**src/sv/rgbhs_pkg.sv**
```systemverilog
// ----------------------------------------------------------------------------
// rgbhs_pkg: shared constants and types for the RGB to hue/saturation block
// Widths, the CORDIC angle table and the stage payload structures.
// ----------------------------------------------------------------------------
package rgbhs_pkg;

    localparam int CHAN_W       = 16;
    localparam int HUE_W        = 15;
    localparam int SAT_W        = 16;
    localparam int HUE_FRAC     = 6;
    localparam int CORDIC_STEPS = 20;
    localparam int QUO_W        = SAT_W + 1;
    localparam int SUM_W        = CHAN_W + 2;
    localparam int DIV_W        = SUM_W + SAT_W;
    localparam int XIN_W        = CHAN_W + 3;
    localparam int PROD_W       = CHAN_W + 21;
    localparam int XW           = 42;
    localparam int ZW           = 26;
    localparam int NSTAGE       = CORDIC_STEPS + 3;

    localparam logic [20:0] SQRT3_Q20 = 21'd1816187;

    // Angles in units of 2^-16 degree.
    localparam int DEG90      = 90 * 65536;
    localparam int DEG180     = 180 * 65536;
    localparam int DEG360     = 360 * 65536;
    localparam int HUE_ROUND  = 1 << (15 - HUE_FRAC);
    localparam int HUE_SHIFT  = 16 - HUE_FRAC;
    localparam int HUE_WRAP   = 360 << HUE_FRAC;

    // atan(2^-i) in units of 2^-16 degree, rounded.
    localparam logic [22:0] ATAN_Q16 [CORDIC_STEPS] = '{
        23'd2949120, 23'd1740967, 23'd919879, 23'd466945, 23'd234379,
        23'd117304,  23'd58666,   23'd29335,  23'd14668,  23'd7334,
        23'd3667,    23'd1833,    23'd917,    23'd458,    23'd229,
        23'd115,     23'd57,      23'd29,     23'd14,     23'd7
    };

    typedef struct packed {
        logic [SUM_W-1:0]        sum;
        logic [SUM_W-1:0]        num;
        logic signed [XIN_W-1:0] x;
        logic [CHAN_W-1:0]       ad;
        logic                    dneg;
        logic                    gray;
        logic                    black;
    } t_front;

    typedef struct packed {
        logic signed [XW-1:0] x;
        logic signed [XW-1:0] y;
        logic signed [ZW-1:0] z;
        logic [SUM_W-1:0]     rem;
        logic [SUM_W-1:0]     sum;
        logic [QUO_W-1:0]     low;
        logic [QUO_W-1:0]     quo;
        logic                 dneg;
        logic                 gray;
        logic                 black;
    } t_work;

endpackage

```
**src/sv/rgbhs_cordic_stage.sv**
```systemverilog
// ----------------------------------------------------------------------------
// rgbhs_cordic_stage: one registered pipeline stage
// One vectoring CORDIC rotation; steps below QUO_W also give one restoring-division quotient bit.
// ----------------------------------------------------------------------------
module rgbhs_cordic_stage #(
    parameter int STEP = 0
) (
    input  logic               i_clk,
    input  logic               i_rst_n,
    input  logic               i_load,
    input  logic               i_valid,
    input  rgbhs_pkg::t_work   i_data,
    output logic               o_valid,
    output rgbhs_pkg::t_work   o_data
);

    logic                                r_valid;
    rgbhs_pkg::t_work                    r_data;
    rgbhs_pkg::t_work                    n_data;
    logic signed [rgbhs_pkg::XW-1:0]     xs;
    logic signed [rgbhs_pkg::XW-1:0]     ys;
    logic [rgbhs_pkg::SUM_W:0]           trial;
    logic [rgbhs_pkg::SUM_W:0]           divisor;
    logic                                qbit;

    assign xs      = i_data.x >>> STEP;
    assign ys      = i_data.y >>> STEP;
    assign trial   = {i_data.rem, i_data.low[rgbhs_pkg::QUO_W-1]};
    assign divisor = {1'b0, i_data.sum};
    assign qbit    = (trial >= divisor);

    always_comb begin
        n_data = i_data;
        // Drive the vector toward the positive x axis.
        if (i_data.y > 0) begin
            n_data.x = i_data.x + ys;
            n_data.y = i_data.y - xs;
            n_data.z = i_data.z + rgbhs_pkg::ZW'(rgbhs_pkg::ATAN_Q16[STEP]);
        end else begin
            n_data.x = i_data.x - ys;
            n_data.y = i_data.y + xs;
            n_data.z = i_data.z - rgbhs_pkg::ZW'(rgbhs_pkg::ATAN_Q16[STEP]);
        end
        if (STEP < rgbhs_pkg::QUO_W) begin
            if (qbit) begin
                n_data.rem = rgbhs_pkg::SUM_W'(trial - divisor);
            end else begin
                n_data.rem = trial[rgbhs_pkg::SUM_W-1:0];
            end
            n_data.quo = {i_data.quo[rgbhs_pkg::QUO_W-2:0], qbit};
            n_data.low = {i_data.low[rgbhs_pkg::QUO_W-2:0], 1'b0};
        end
    end

    always_ff @(posedge i_clk) begin
        if (!i_rst_n) begin
            r_valid <= 1'b0;
        end else if (i_load) begin
            r_valid <= i_valid;
        end
    end

    always_ff @(posedge i_clk) begin
        if (i_load) begin
            r_data <= n_data;
        end
    end

    assign o_valid = r_valid;
    assign o_data  = r_data;

endmodule

```
**config.mk**
```make
export PLATFORM = sky130hd
export DESIGN_NAME = rgbhs_cordic_stage
export DESIGN_NICKNAME = d
export VERILOG_FILES = /design/src/sv/rgbhs_pkg.sv /design/src/sv/rgbhs_cordic_stage.sv
export SDC_FILE = /design/constraint.sdc
export NUM_CORES = 1
export LEC_CHECK = 0
export BUFFER_PORTS_ARGS = -buffer_cell sky130_fd_sc_hd__buf_2
export CAP_MARGIN = 20
export CORE_MARGIN = 2
export CORE_UTILIZATION = 50
export DETAILED_ROUTE_END_ITERATION = 8
export HOLD_SLACK_MARGIN = 0.1
export PLACE_DENSITY = 0.85
export SKIP_LAST_GASP = 1
export SYNTH_ARGS = -nofsm -noshare
export SYNTH_HDL_FRONTEND = slang
export SYNTH_SLANG_ARGS = --single-unit
```
**constraint.sdc**
```tcl
create_clock -name i_clk -period 3.6 [get_ports i_clk]
set_input_delay 0.18 -clock i_clk [delete_from_list [all_inputs] [get_ports i_clk]]
set_output_delay 0.18 -clock i_clk [all_outputs]
set_load 0.01 [all_outputs]
```
After elaboration in Yosys (flattened, before gate mapping)
Cells that the tools add are included.
Widths: inputs -> output; s select.

word-level totals
  word-level logic and storage cells = 21
  register bits after elaboration = 183

cells by class
  order comparisons = 2
  $add $sub $neg = 6
  multiplexer cells = 2

operators by type and width
  cell                    number
  $mux 110                1
  $sub 42x42->42          2
  $add 42x42->42          1
  $gt 42x1->1 const B     1
  $add 26x22->26 const B  1
  $sub 26x22->26 const B  1
  $ge 19x18->1            1
  $mux 18                 1
  $sub 18x18->18          1

Depth between registers and ports, before layout
  word-level depth = 2
  gate-level depth with buffers = 17
  depth with buffers taken out = 13

Least setup slack after synthesis
OpenSTA, ideal clock, no wires.

  path type = input to register
  start = input i_data[99] in the netlist's numbering
  end = register r_data, in the netlist o_data[98] (data pin)
  required time = 3.339 ns
  setup time = 0.261 ns
  cell stages on the path = 15
  setup slack = 0.295 ns
  data arrival time = 3.044 ns
  cells stage by stage = nor4_1 -> nand4_1 -> o31ai_1 -> buf_2 -> buf_2 -> buf_1 -> ha_1 -> a21o_1 -> a21oi_1 -> o21bai_1 -> a21oi_1 -> o21bai_1 -> a21oi_1 -> o21ai_0 -> xnor2_1

RTL lines
  element               line                      source
  start, declared       rgbhs_cordic_stage.sv:12  input rgbhs_pkg::t_work i_data,
  end signal, assigned  rgbhs_cordic_stage.sv:65  r_data <= n_data;
  end, declared         rgbhs_cordic_stage.sv:18  rgbhs_pkg::t_work r_data;

==> flow_summary_export.csv <==
group,metric,value,unit
min_path,hold_start,"i_data[64]",
worst_setup_path,cp-start-kind,"input port",
worst_setup_path,rr_worst_depth,3,
place,post_dp_cell_area,17450,um^2
route,via_per_inst,5.973,
timing,grt_setup_unrepaired,"false",
yosys,synthDistinctLibCells,98,
yosys,synth_flop_cell,"edfxtp_1",
yosys,synth_common_cells,"a21oi_1, edfxtp_1, inv_1",
timing,fmax,0.3345,GHz
floorplan,die_h,175.7,um
yosys,yosys_register_bits,182,
power_and_ir_drop,sw_frac_of_total,36.25,%
route,wl_per_cell,22.85,um
route,drc,0,
power_and_ir_drop,clkPwrFrac,25.3,%
yosys,yosysTopAreaCell,"edfxtp_1",
place,dp_hpwl,43050,um
clock_network,cts-resized-gates,0,
yosys,yosysSeqAreaShare,37.03,%
finish,area_growth,28.14,%
route,drtAntennaViolNets,0,
place,gp_congestion,1.026,
global_route,grt_pass1_vias,14580,
global_route,grt_usage,36.21,%
job,max_cap_viol_count,0,
power_and_ir_drop,p_comb_share,36.5,%
clock_network,root_buffer,"clkbuf_16",
timing,drv_slew,0,
timing,tns,0,ns
power_and_ir_drop,p_int,4673,uW
global_route,antenna_found_initial,10,
floorplan,row_count,62,
worst_setup_path,cp.required,3.81,ns
timing,skew,0,ns
worst_setup_path,r2r-end,"o_valid",
worst_setup_path,criticalPathCategory,"input port to register",
min_path,hold_depth,3,
yosys,synth.area.top_cells,"edfxtp_1, ha_1, a21oi_1",
worst_setup_path,r2r-start,"o_valid",
clock_network,cts_tree,"done",
worst_setup_path,cp.arrival,3.20,ns
clock_network,post_cts_buffers,0,
clock_network,clk_path_buf_depth,2,
global_route,grt_overflow,0,
power_and_ir_drop,seq_power_share,38.2,%
min_path,hp-class,"input port to register",
timing,tightest_slew,0.8227,ns
clock_network,cts_buffers,17,
yosys,synth_edf_count,181,
yosys,yosysMostFrequentCell,"a21oi_1",
finish,final_design_area_no_fill,18880,um^2
floorplan,dieWidth,175.7,um
place,numPortBuffers,368,
timing,slew-limit-headroom,45.15,%
yosys,netlist.area_leader.share,36.89,%
min_path,hold-path-endpoint,"o_data[65]",
outcome,status,"finished clean",
clock_network,h-tree-depth,4,
global_route,grt_pass1_wl,84600,um
timing,period_share,83.03,%
floorplan,design.core.area,28860,um^2
yosys,synth_warnings,0,
floorplan,ioPinCount,371,
route,firstDrtPassIters,9,
route,drt_iter0_drc,1660,
clock_network,numClockSinks,182,
route,vias,14900,
power_and_ir_drop,p_per_area,388.3,nW/um^2
yosys,syn-mean-instance-area,9.214,um^2
finish,nets,2432,
timing,finalSetupViolCount,0,
yosys,ys_async_sr_fraction,0,%
route,routed_wl,57010,um
power_and_ir_drop,peakVddDrop,0.3151,mV
worst_setup_path,endpoint_kind,"register",
global_route,grt_max_degree,83,
yosys,synth_nets,1940,
yosys,synth_area,14730,um^2
finish,drive_above_1_share,25.33,%
worst_setup_path,r2r_slack,2.31,ns
clock_network,clk_latency,0.46,ns
floorplan,initial_utilization,51.05,%
yosys,syn_inst,1599,
power_and_ir_drop,switchingPower,2658,uW
clock_network,clkTransAtPathRegs,0.07,ns
timing,fin_crit,2.989,ns
worst_setup_path,cp_max_fo,5,
timing,hold_violations,0,
floorplan,die_area,30850,um^2
power_and_ir_drop,leakage,0.008471,uW
==> how the worst max path moves through the flow <==
stage / endpoint / cells past startpoint / slack, ns / startpoint
2_1_floorplan: o_data[98] / 15 / 0.29 / i_data[99]
5_1_grt: o_data[97] / 14 / 0.42 / i_data[108]
3_3_place_gp: o_data[97] / 14 / 0.27 / i_data[108]
3_5_place_dp: o_data[97] / 14 / 0.17 / i_data[108]
6_report: o_data[97] / 14 / 0.61 / i_data[108]
4_1_cts: o_data[97] / 14 / 0.64 / i_data[108]
==> worst max-delay path: stages <==
cell and delay (ns):
buf_2 0.15, nor4_1 0.41, nand4_1 0.33, o31ai_4 0.51
inv_2 0.16, fa_1 0.44, inv_1 0.07, a21oi_1 0.06
o21bai_1 0.21, a21oi_1 0.11, o21bai_1 0.22, a21o_1 0.16
a21oi_1 0.07, xnor2_1 0.12
==> cells by family (layout without fill, tap and decap cells) <==
| logic type | Yosys count | in the layout | share of synthesized area [%] |
|---|---|---|---|
| XOR/XNOR | 102 | 102 | 6.064 |
| flip-flops | 182 | 182 | 37.03 |
| adder cells (fa/ha/maj) | 154 | 154 | 13.33 |
| buffers and inverters | 225 | 730 | 6.191 |
| other | 1 | 8 | 0.02545 |
| AND/OR/NAND/NOR | 389 | 389 | 12.73 |
| AO/OA/AOI/OAI | 529 | 529 | 23.43 |
| multiplexers | 17 | 17 | 1.197 |
==> power by group through the flow <==
stage               combinational (uW)  clock [uW]  sequential (uW)
floorplan                         1310           0             2980
global placement                  2480           0             2820
detailed placement                2510           0             2830
CTS                               2610        1860             2790
global route                      2860        1940             2820
finish                            2680        1860             2800
==> placed cells by master (no fill, tap or decap), types with 5 or more instances in the layout <==
cell           count
nand2b_1          15
o221ai_1           7
xor2_1            13
buf_2            367
or3_1              8
o21ai_0           98
o31ai_1            8
nor4_1            19
diode_2            7
edfxtp_1         181
nand2_1           80
o211ai_1          16
o21ai_1            7
a211oi_1          16
nor2_1           133
a21o_1            37
nor2b_1           17
nand4_1           28
nand3_1           28
o21bai_1          38
nor3_1            32
inv_2              5
a31oi_1            7
mux2i_1           12
fa_1               5
ha_1             149
o21a_1            17
xnor2_1           89
dlygate4sd3_1     85
a31o_2             5
buf_4             78
inv_1            156
a21oi_1          197
clkbuf_16         17
==> repair_timing <==
| action | 4_1_cts | 5_1_grt |
|---|---|---|
| setup endpoints to repair | 0 | 0 |
| endpoints found under the hold margin | 84 | 0 |
| hold buffers | 85 | 0 |
==> layer usage <==
layer / GRT usage [%] / vias to the layer above / routed length, um
li1: - / 6784 / -
met1: 43.36 / 7079 / 21920
met2: 59.56 / 844 / 26670
met3: 9.437 / 188 / 5002
met4: 19.90 / 8 / 3362
met5: 0 / - / 49
==> flip-flops by register name, summed over array words and instances, names as in the netlist <==
| signal | count |
|---|---|
| o_data | 181 |
| o_valid | 1 |
==> through the flow <==
stage	worst slack [ns]	total power, uW	hold slack [ns]	std cells	util [%]
after global placement	0.2653	5303	0.3560	2371	60.46
after global routing	0.4231	7622	0.1098	2491	65.38
final	0.6109	7330	0.1115	2495	65.42
after CTS	0.6427	7253	0.1044	2488	65.36
after floorplan	0.2947	4291	0.2789	1599	-
after detailed placement	0.1681	5337	0.3581	2371	60.46
==> layout make-up <==
type                    instances  area [um^2]
multi-input cells            1192         8386
flip-flops and latches        182         5455
clock buffers                  17        425.4
repair buffers                535         3364
clock inverters                15        137.6
diodes                          7        17.52
inverters                     163        611.8
well taps                     384        480.5
fillers                      2329         9980
Power figures use the tool's default switching activity.
